===== config.mk =====
export PLATFORM = sky130hd
export DESIGN_NAME = sorted_list_insert_remove
export DESIGN_NICKNAME = d
export VERILOG_FILES = /design/src/hdl/sli_pkg.sv /design/src/hdl/sli_cell.sv /design/src/hdl/sorted_list_insert_remove.sv
export SDC_FILE = /design/constraint.sdc
export NUM_CORES = 2
export LEC_CHECK = 0
export ABC_AREA = 1
export CORE_MARGIN = 5
export CORE_UTILIZATION = 30
export DETAILED_ROUTE_END_ITERATION = 10
export DONT_BUFFER_PORTS = 1
export PLACE_DENSITY_LB_ADDON = 0.25
export SETUP_SLACK_MARGIN = 0.1
export SLEW_MARGIN = 0
export SYNTH_ARGS = -nofsm -noshare
export SYNTH_HDL_FRONTEND = slang
export SYNTH_SLANG_ARGS = --single-unit
export TNS_END_PERCENT = 20

===== constraint.sdc =====
create_clock -name clock -period 5.1 [get_ports clock]
set_clock_uncertainty 0.15 [all_clocks]
set_input_delay 0.765 -clock clock [delete_from_list [all_inputs] [get_ports clock]]
set_output_delay 0.765 -clock clock [all_outputs]
set_load 0.02 [all_outputs]

===== src/hdl/sli_pkg.sv =====
// ----------------------------------------------------------------------------
// sli_pkg
// Shared types and codes for the sorted list insert/remove block.
// ----------------------------------------------------------------------------
package sli_pkg;

   localparam int DEPTH_DEFAULT = 16;
   localparam int VALUE_W       = 32;
   localparam int COUNT_FIELD_W = 5;

   localparam logic OP_INSERT = 1'b0;
   localparam logic OP_REMOVE = 1'b1;

   typedef enum logic [1:0] {
      ST_INSERTED  = 2'd0,
      ST_REMOVED   = 2'd1,
      ST_NOT_FOUND = 2'd2,
      ST_FULL      = 2'd3
   } status_type;

   typedef struct packed {
      logic                      operation;
      logic signed [VALUE_W-1:0] item_value;
   } req_word_type;

   typedef struct packed {
      status_type                 status;
      logic [COUNT_FIELD_W-1:0]   entry_count;
   } rsp_word_type;

   // Broadcast to every cell
   typedef struct packed {
      logic                      insert_en;
      logic                      remove_en;
      logic signed [VALUE_W-1:0] value;
   } cell_ctrl_type;

   // Per-cell compare results
   typedef struct packed {
      logic open;   // empty or entry > value
      logic ge;     // empty or entry >= value
      logic eq;     // occupied and entry == value
   } cell_flag_type;

endpackage


===== src/hdl/sli_cell.sv =====
// ----------------------------------------------------------------------------
// sli_cell
// One slot of the sorted chain: holds an entry, compares it with the
// broadcast value and loads that value or shifts from its left or right neighbor.
// ----------------------------------------------------------------------------
module sli_cell import sli_pkg::*; #(
   parameter int INDEX = 0,
   parameter int CNT_W = 5
) (
   input  logic                      clock,
   input  cell_ctrl_type             ctrl,
   input  logic [CNT_W-1:0]          count,
   input  logic signed [VALUE_W-1:0] left_entry,
   input  logic signed [VALUE_W-1:0] right_entry,
   input  logic                      left_open,
   input  logic                      found,
   output logic signed [VALUE_W-1:0] entry,
   output cell_flag_type             flags
);

   logic signed [VALUE_W-1:0] entry_ff;
   logic signed [VALUE_W-1:0] entry_in;
   logic                      occupied;

   assign occupied   = count > CNT_W'(INDEX);
   assign flags.open = !occupied || (entry_ff > ctrl.value);
   assign flags.ge   = !occupied || (entry_ff >= ctrl.value);
   assign flags.eq   = occupied && (entry_ff == ctrl.value);
   assign entry      = entry_ff;

   always_comb begin
      entry_in = entry_ff;
      if (ctrl.insert_en) begin
         if (left_open) begin
            entry_in = left_entry;
         end else if (flags.open) begin
            entry_in = ctrl.value;
         end
      end else if (ctrl.remove_en && found && flags.ge) begin
         entry_in = right_entry;
      end
   end

   always_ff @(posedge clock) begin
      entry_ff <= entry_in;
   end

endmodule


===== src/hdl/sorted_list_insert_remove.sv =====
// The result word is registered and valid in the cycle after the request is accepted.
// Throughput: one request per cycle while req_stall is low; every cell compares and shifts in that same cycle.
// Input stalls only while a result word is held by a stalled output.
// Reset clears the entry count and output valid; stored entries stay undefined until written.
// ----------------------------------------------------------------------------
// sorted_list_insert_remove
// Sorted store of signed values built as a chain of compare/shift cells.
// ----------------------------------------------------------------------------
module sorted_list_insert_remove import sli_pkg::*; #(
   parameter int DEPTH = DEPTH_DEFAULT
) (
   input  logic         clock,
   input  logic         reset,
   input  logic         req_valid,
   output logic         req_stall,
   input  req_word_type req_word,
   output logic         rsp_valid,
   input  logic         rsp_stall,
   output rsp_word_type rsp_word
);

   localparam int CNT_W = $clog2(DEPTH + 1);

   logic [CNT_W-1:0]          count_ff;
   logic [CNT_W-1:0]          count_in;
   logic                      rsp_valid_ff;
   rsp_word_type              rsp_word_ff;
   status_type                status_in;
   logic                      accept;
   logic                      full;
   logic                      found;
   cell_ctrl_type             ctrl;
   cell_flag_type             flags [DEPTH];
   logic signed [VALUE_W-1:0] entries [DEPTH];
   logic [DEPTH-1:0]          eq_vec;
   logic [CNT_W+COUNT_FIELD_W-1:0] count_ext;

   assign req_stall = rsp_valid_ff && rsp_stall;
   assign accept    = req_valid && !req_stall;
   assign full      = count_ff == CNT_W'(DEPTH);
   assign found     = |eq_vec;

   assign ctrl.insert_en = accept && (req_word.operation == OP_INSERT) && !full;
   assign ctrl.remove_en = accept && (req_word.operation == OP_REMOVE);
   assign ctrl.value     = req_word.item_value;

   genvar gi;
   generate
      for (gi = 0; gi < DEPTH; gi++) begin : g_cell
         logic signed [VALUE_W-1:0] left_e;
         logic signed [VALUE_W-1:0] right_e;
         logic                      left_o;
         if (gi == 0) begin : g_first
            assign left_e = req_word.item_value;
            assign left_o = 1'b0;
         end else begin : g_mid
            assign left_e = entries[gi-1];
            assign left_o = flags[gi-1].open;
         end
         if (gi == DEPTH - 1) begin : g_last
            assign right_e = entries[gi];
         end else begin : g_body
            assign right_e = entries[gi+1];
         end
         assign eq_vec[gi] = flags[gi].eq;

         sli_cell #(
            .INDEX (gi),
            .CNT_W (CNT_W)
         ) u_cell (
            .clock       (clock),
            .ctrl        (ctrl),
            .count       (count_ff),
            .left_entry  (left_e),
            .right_entry (right_e),
            .left_open   (left_o),
            .found       (found),
            .entry       (entries[gi]),
            .flags       (flags[gi])
         );
      end
   endgenerate

   always_comb begin
      count_in  = count_ff;
      status_in = ST_INSERTED;
      if (req_word.operation == OP_INSERT) begin
         if (full) begin
            status_in = ST_FULL;
         end else begin
            status_in = ST_INSERTED;
            count_in  = count_ff + CNT_W'(1);
         end
      end else begin
         if (found) begin
            status_in = ST_REMOVED;
            count_in  = count_ff - CNT_W'(1);
         end else begin
            status_in = ST_NOT_FOUND;
         end
      end
   end

   assign count_ext = {{COUNT_FIELD_W{1'b0}}, count_in};

   always_ff @(posedge clock) begin
      if (reset) begin
         count_ff     <= '0;
         rsp_valid_ff <= 1'b0;
      end else begin
         if (accept) begin
            count_ff     <= count_in;
            rsp_valid_ff <= 1'b1;
         end else if (!rsp_stall) begin
            rsp_valid_ff <= 1'b0;
         end
      end
   end

   always_ff @(posedge clock) begin
      if (accept) begin
         rsp_word_ff.status      <= status_in;
         rsp_word_ff.entry_count <= count_ext[COUNT_FIELD_W-1:0];
      end
   end

   assign rsp_valid = rsp_valid_ff;
   assign rsp_word  = rsp_word_ff;

   a_count_bound: assert property (@(posedge clock) disable iff (reset)
      count_ff <= CNT_W'(DEPTH))
      else $error("entry count above depth");

   a_insert_grows: assert property (@(posedge clock) disable iff (reset)
      ctrl.insert_en |=> count_ff == $past(count_ff) + CNT_W'(1))
      else $error("insert did not grow count");

   a_miss_keeps: assert property (@(posedge clock) disable iff (reset)
      (ctrl.remove_en && !found) |=> $stable(count_ff))
      else $error("missed remove changed count");

   a_full_drops: assert property (@(posedge clock) disable iff (reset)
      (accept && req_word.operation == OP_INSERT && full)
         |=> (rsp_word.status == ST_FULL) && $stable(count_ff))
      else $error("insert into full store not dropped");

endmodule

==> qor.csv <==
metric,value,unit
start_kind,flip-flop,
ant_nets,0,
track_usage,16.8,%
cts_tree,built,
dpl.hpwl,92.0,mm
dpl.cell_count,7241,
netlist.area_leader.share,37.6,%
final.fill_count,14600,
relSlewSlack,31.0,%
grt_pass1_vias,34800,
die_x,382,µm
grt_max_degree,212,
core-area,0.137,mm²
crit_type,reg2reg,
ctsResizeCount,0,
post-synth-top-count-cell,nand2_1,
clk_path_buf_depth,3,
netlist_area,0.0415,mm²
synthFlopType,edfxtp_1,
rsz0062_at_grt,no,
power.leakage,22.0,nW
min_path_type,in2reg,
drt-pass1-iter-count,6,
cp-end-kind,flip-flop,
drive_gt1_share,4.67,%
vdd_drop_max,0.000168,V
start_util,30.2,%
numCtsBuffers,69,
nets,6074,
ys_types,31,
clk_latency,0.65,ns
htreeDepth,3,
ys_seq_area_share,37.9,%
maxCapViolCount,0,
antenna_found_initial,1,
netlist_top_cells_area,"edfxtp_1 38%, nand2_1 18%, ha_1 16%",
cp_max_fo,211,
area_growth,11.3,%
tightest_slew,1.03,ns
fin_crit_sh,78.7,%
viasPerCell,4.91,
syn_avg_cell_area,7.42,µm²
routedWlPerCell,17.1,µm
syn_inst,5590,
status,completed,
rr_endpoint,g_cell[12].u_cell.entry[1]$_DFFE_PP_,
place.gp.congestion,0.862,
clock_sinks,525,
async_flop_share,0,%
finalHoldViolations,0,
dieArea,0.146,mm²
synth_fp_nets,6145,
drc,0,
pin_count,46,
antenna_cells,0,
cp_data_required_time,5.46,ns
p_per_area,281,mW/mm²
rrSetupSlack,1.09,ns
crit_arrival,4.37,ns
holdBufCountCts,1,
post-route-min-period,4.01,ns
fp-row-count,136,
vias,36100,
die_h,382,µm
hp-start,reset,
worstReg2RegStart,count_ff[0]$_SDFFE_PP0P_,
drt_iter0_markers,2705,
post_cts_buffers,0,
drv_slew,0,
totalWireLength,126,mm
total_power,0.0130,W
yosys.area.top_type,edfxtp_1,
grt_pass1_wl,200,mm
gr-total-overflow,0,
synth_edf_count,519,
holdPathStages,3,
clk_pin_slew,0.06,ns
rr_worst_depth,10,
ys_ff_latch,525,
instances_no_fill,7364,
yosysWarnings,0,
synth_commonest_cells,"1,937 x nand2_1, 948 x nand3_1, 554 x inv_1",
port_buffers,0,
root_buffer,clkbuf_16,
setup_violations,0,
hold_end,count_ff[4]$_SDFFE_PP0P_,
timing.fmax,249,MHz
## logic make-up after synthesis
group / Yosys count / share of synthesized area [%]
flops: 525 / 37.9
buf+inv: 837 / 7.74
fa+ha+maj: 518 / 15.6
xor+xnor: 4 / 0.0844
simple gates: 3229 / 32.5
compound gates: 477 / 6.18
## metal layers
metal / track usage (%) / vias up / share of wire (%)
li1: - / 18500 / -
met1: 24.0 / 16600 / 49
met2: 27.0 / 840 / 44
met3: 2.25 / 158 / 4.6
met4: 3.83 / 0 / 2.2
met5: 0 / - / 0
## worst max path at each step
| stage | start | endpoint | slack (ns) | cells after the start |
|---|---|---|---|---|
| 3_3_place_gp | req_word[13] | g_cell[2].u_cell.entry[3]$_DFFE_PP_ | 0.79 | 17 |
| 2_1_floorplan | req_word[31] | g_cell[14].u_cell.entry[0]$_DFFE_PP_ | -0.02 | 16 |
| 4_1_cts | count_ff[1]$_SDFFE_PP0P_ | g_cell[1].u_cell.entry[7]$_DFFE_PP_ | 1.20 | 17 |
| 3_5_place_dp | req_word[13] | g_cell[14].u_cell.entry[6]$_DFFE_PP_ | 0.74 | 17 |
| 5_1_grt | count_ff[0]$_SDFFE_PP0P_ | g_cell[12].u_cell.entry[1]$_DFFE_PP_ | 0.95 | 10 |
| 6_report | count_ff[0]$_SDFFE_PP0P_ | g_cell[12].u_cell.entry[1]$_DFFE_PP_ | 1.09 | 10 |
## layout make-up
cell class	count	area, µm²	share of cell area (%)
timing repair buffer	134	1400	3.02
inverter	561	2110	4.57
clock buffer	90	1870	4.04
clock inverter	32	220	0.477
sequential	525	15700	34.0
tap	1794	2240	4.86
multi-input combinational	4228	22700	49.0
## critical path, cell delays in order, from the launching register on
cell	delay (ns)
dfxtp_1	0.41
inv_1	0.31
ha_1	0.28
nand3_1	0.16
inv_1	0.11
nor2_1	0.13
nand2_4	0.22
buf_12	0.72
buf_4	0.90
nand2_1	0.18
nand2_1	0.12
## state kept, by name, indices dropped and copies added (netlist names)
| name | flops |
|---|---|
| rsp_valid | 1 |
| g_cell.u_cell.entry | 512 |
| rsp_word | 7 |
| count_ff | 5 |
## power by group
group	leakage, nW	internal [W]	switching, W	total (W)
sequential	4.90	0.00516	0.000238	0.00540
clock	1.02	0.00272	0.00195	0.00467
combinational	16.1	0.000975	0.00195	0.00293
total	22.0	0.00885	0.00414	0.0130
## stage by stage
step	utilization, %	setup slack, ns	cell area [µm²]	hold WS [ns]	TNS (ns)
after floorplan	-	-0.0175	41500	0.370	-2.79
after global placement	32.1	0.790	44100	0.389	0
after detailed placement	32.1	0.737	44100	0.395	0
after CTS	33.6	1.20	46200	0.0683	0
after global routing	33.6	0.947	46200	0.0911	0
final	33.6	1.09	46200	0.114	0
## placed cells by master (no fill, tap or decap), types with 25 or more instances in the layout
master	n
clkbuf_16	71
nand3_1	947
nand2_1	1935
o21bai_1	32
a21oi_1	280
nor2_1	265
o21ai_0	124
inv_1	554
edfxtp_1	519
ha_1	518
nand4_1	45
buf_4	102
buf_12	31
o21a_1	25
No activity file was read; power rests on OpenSTA's default activity.
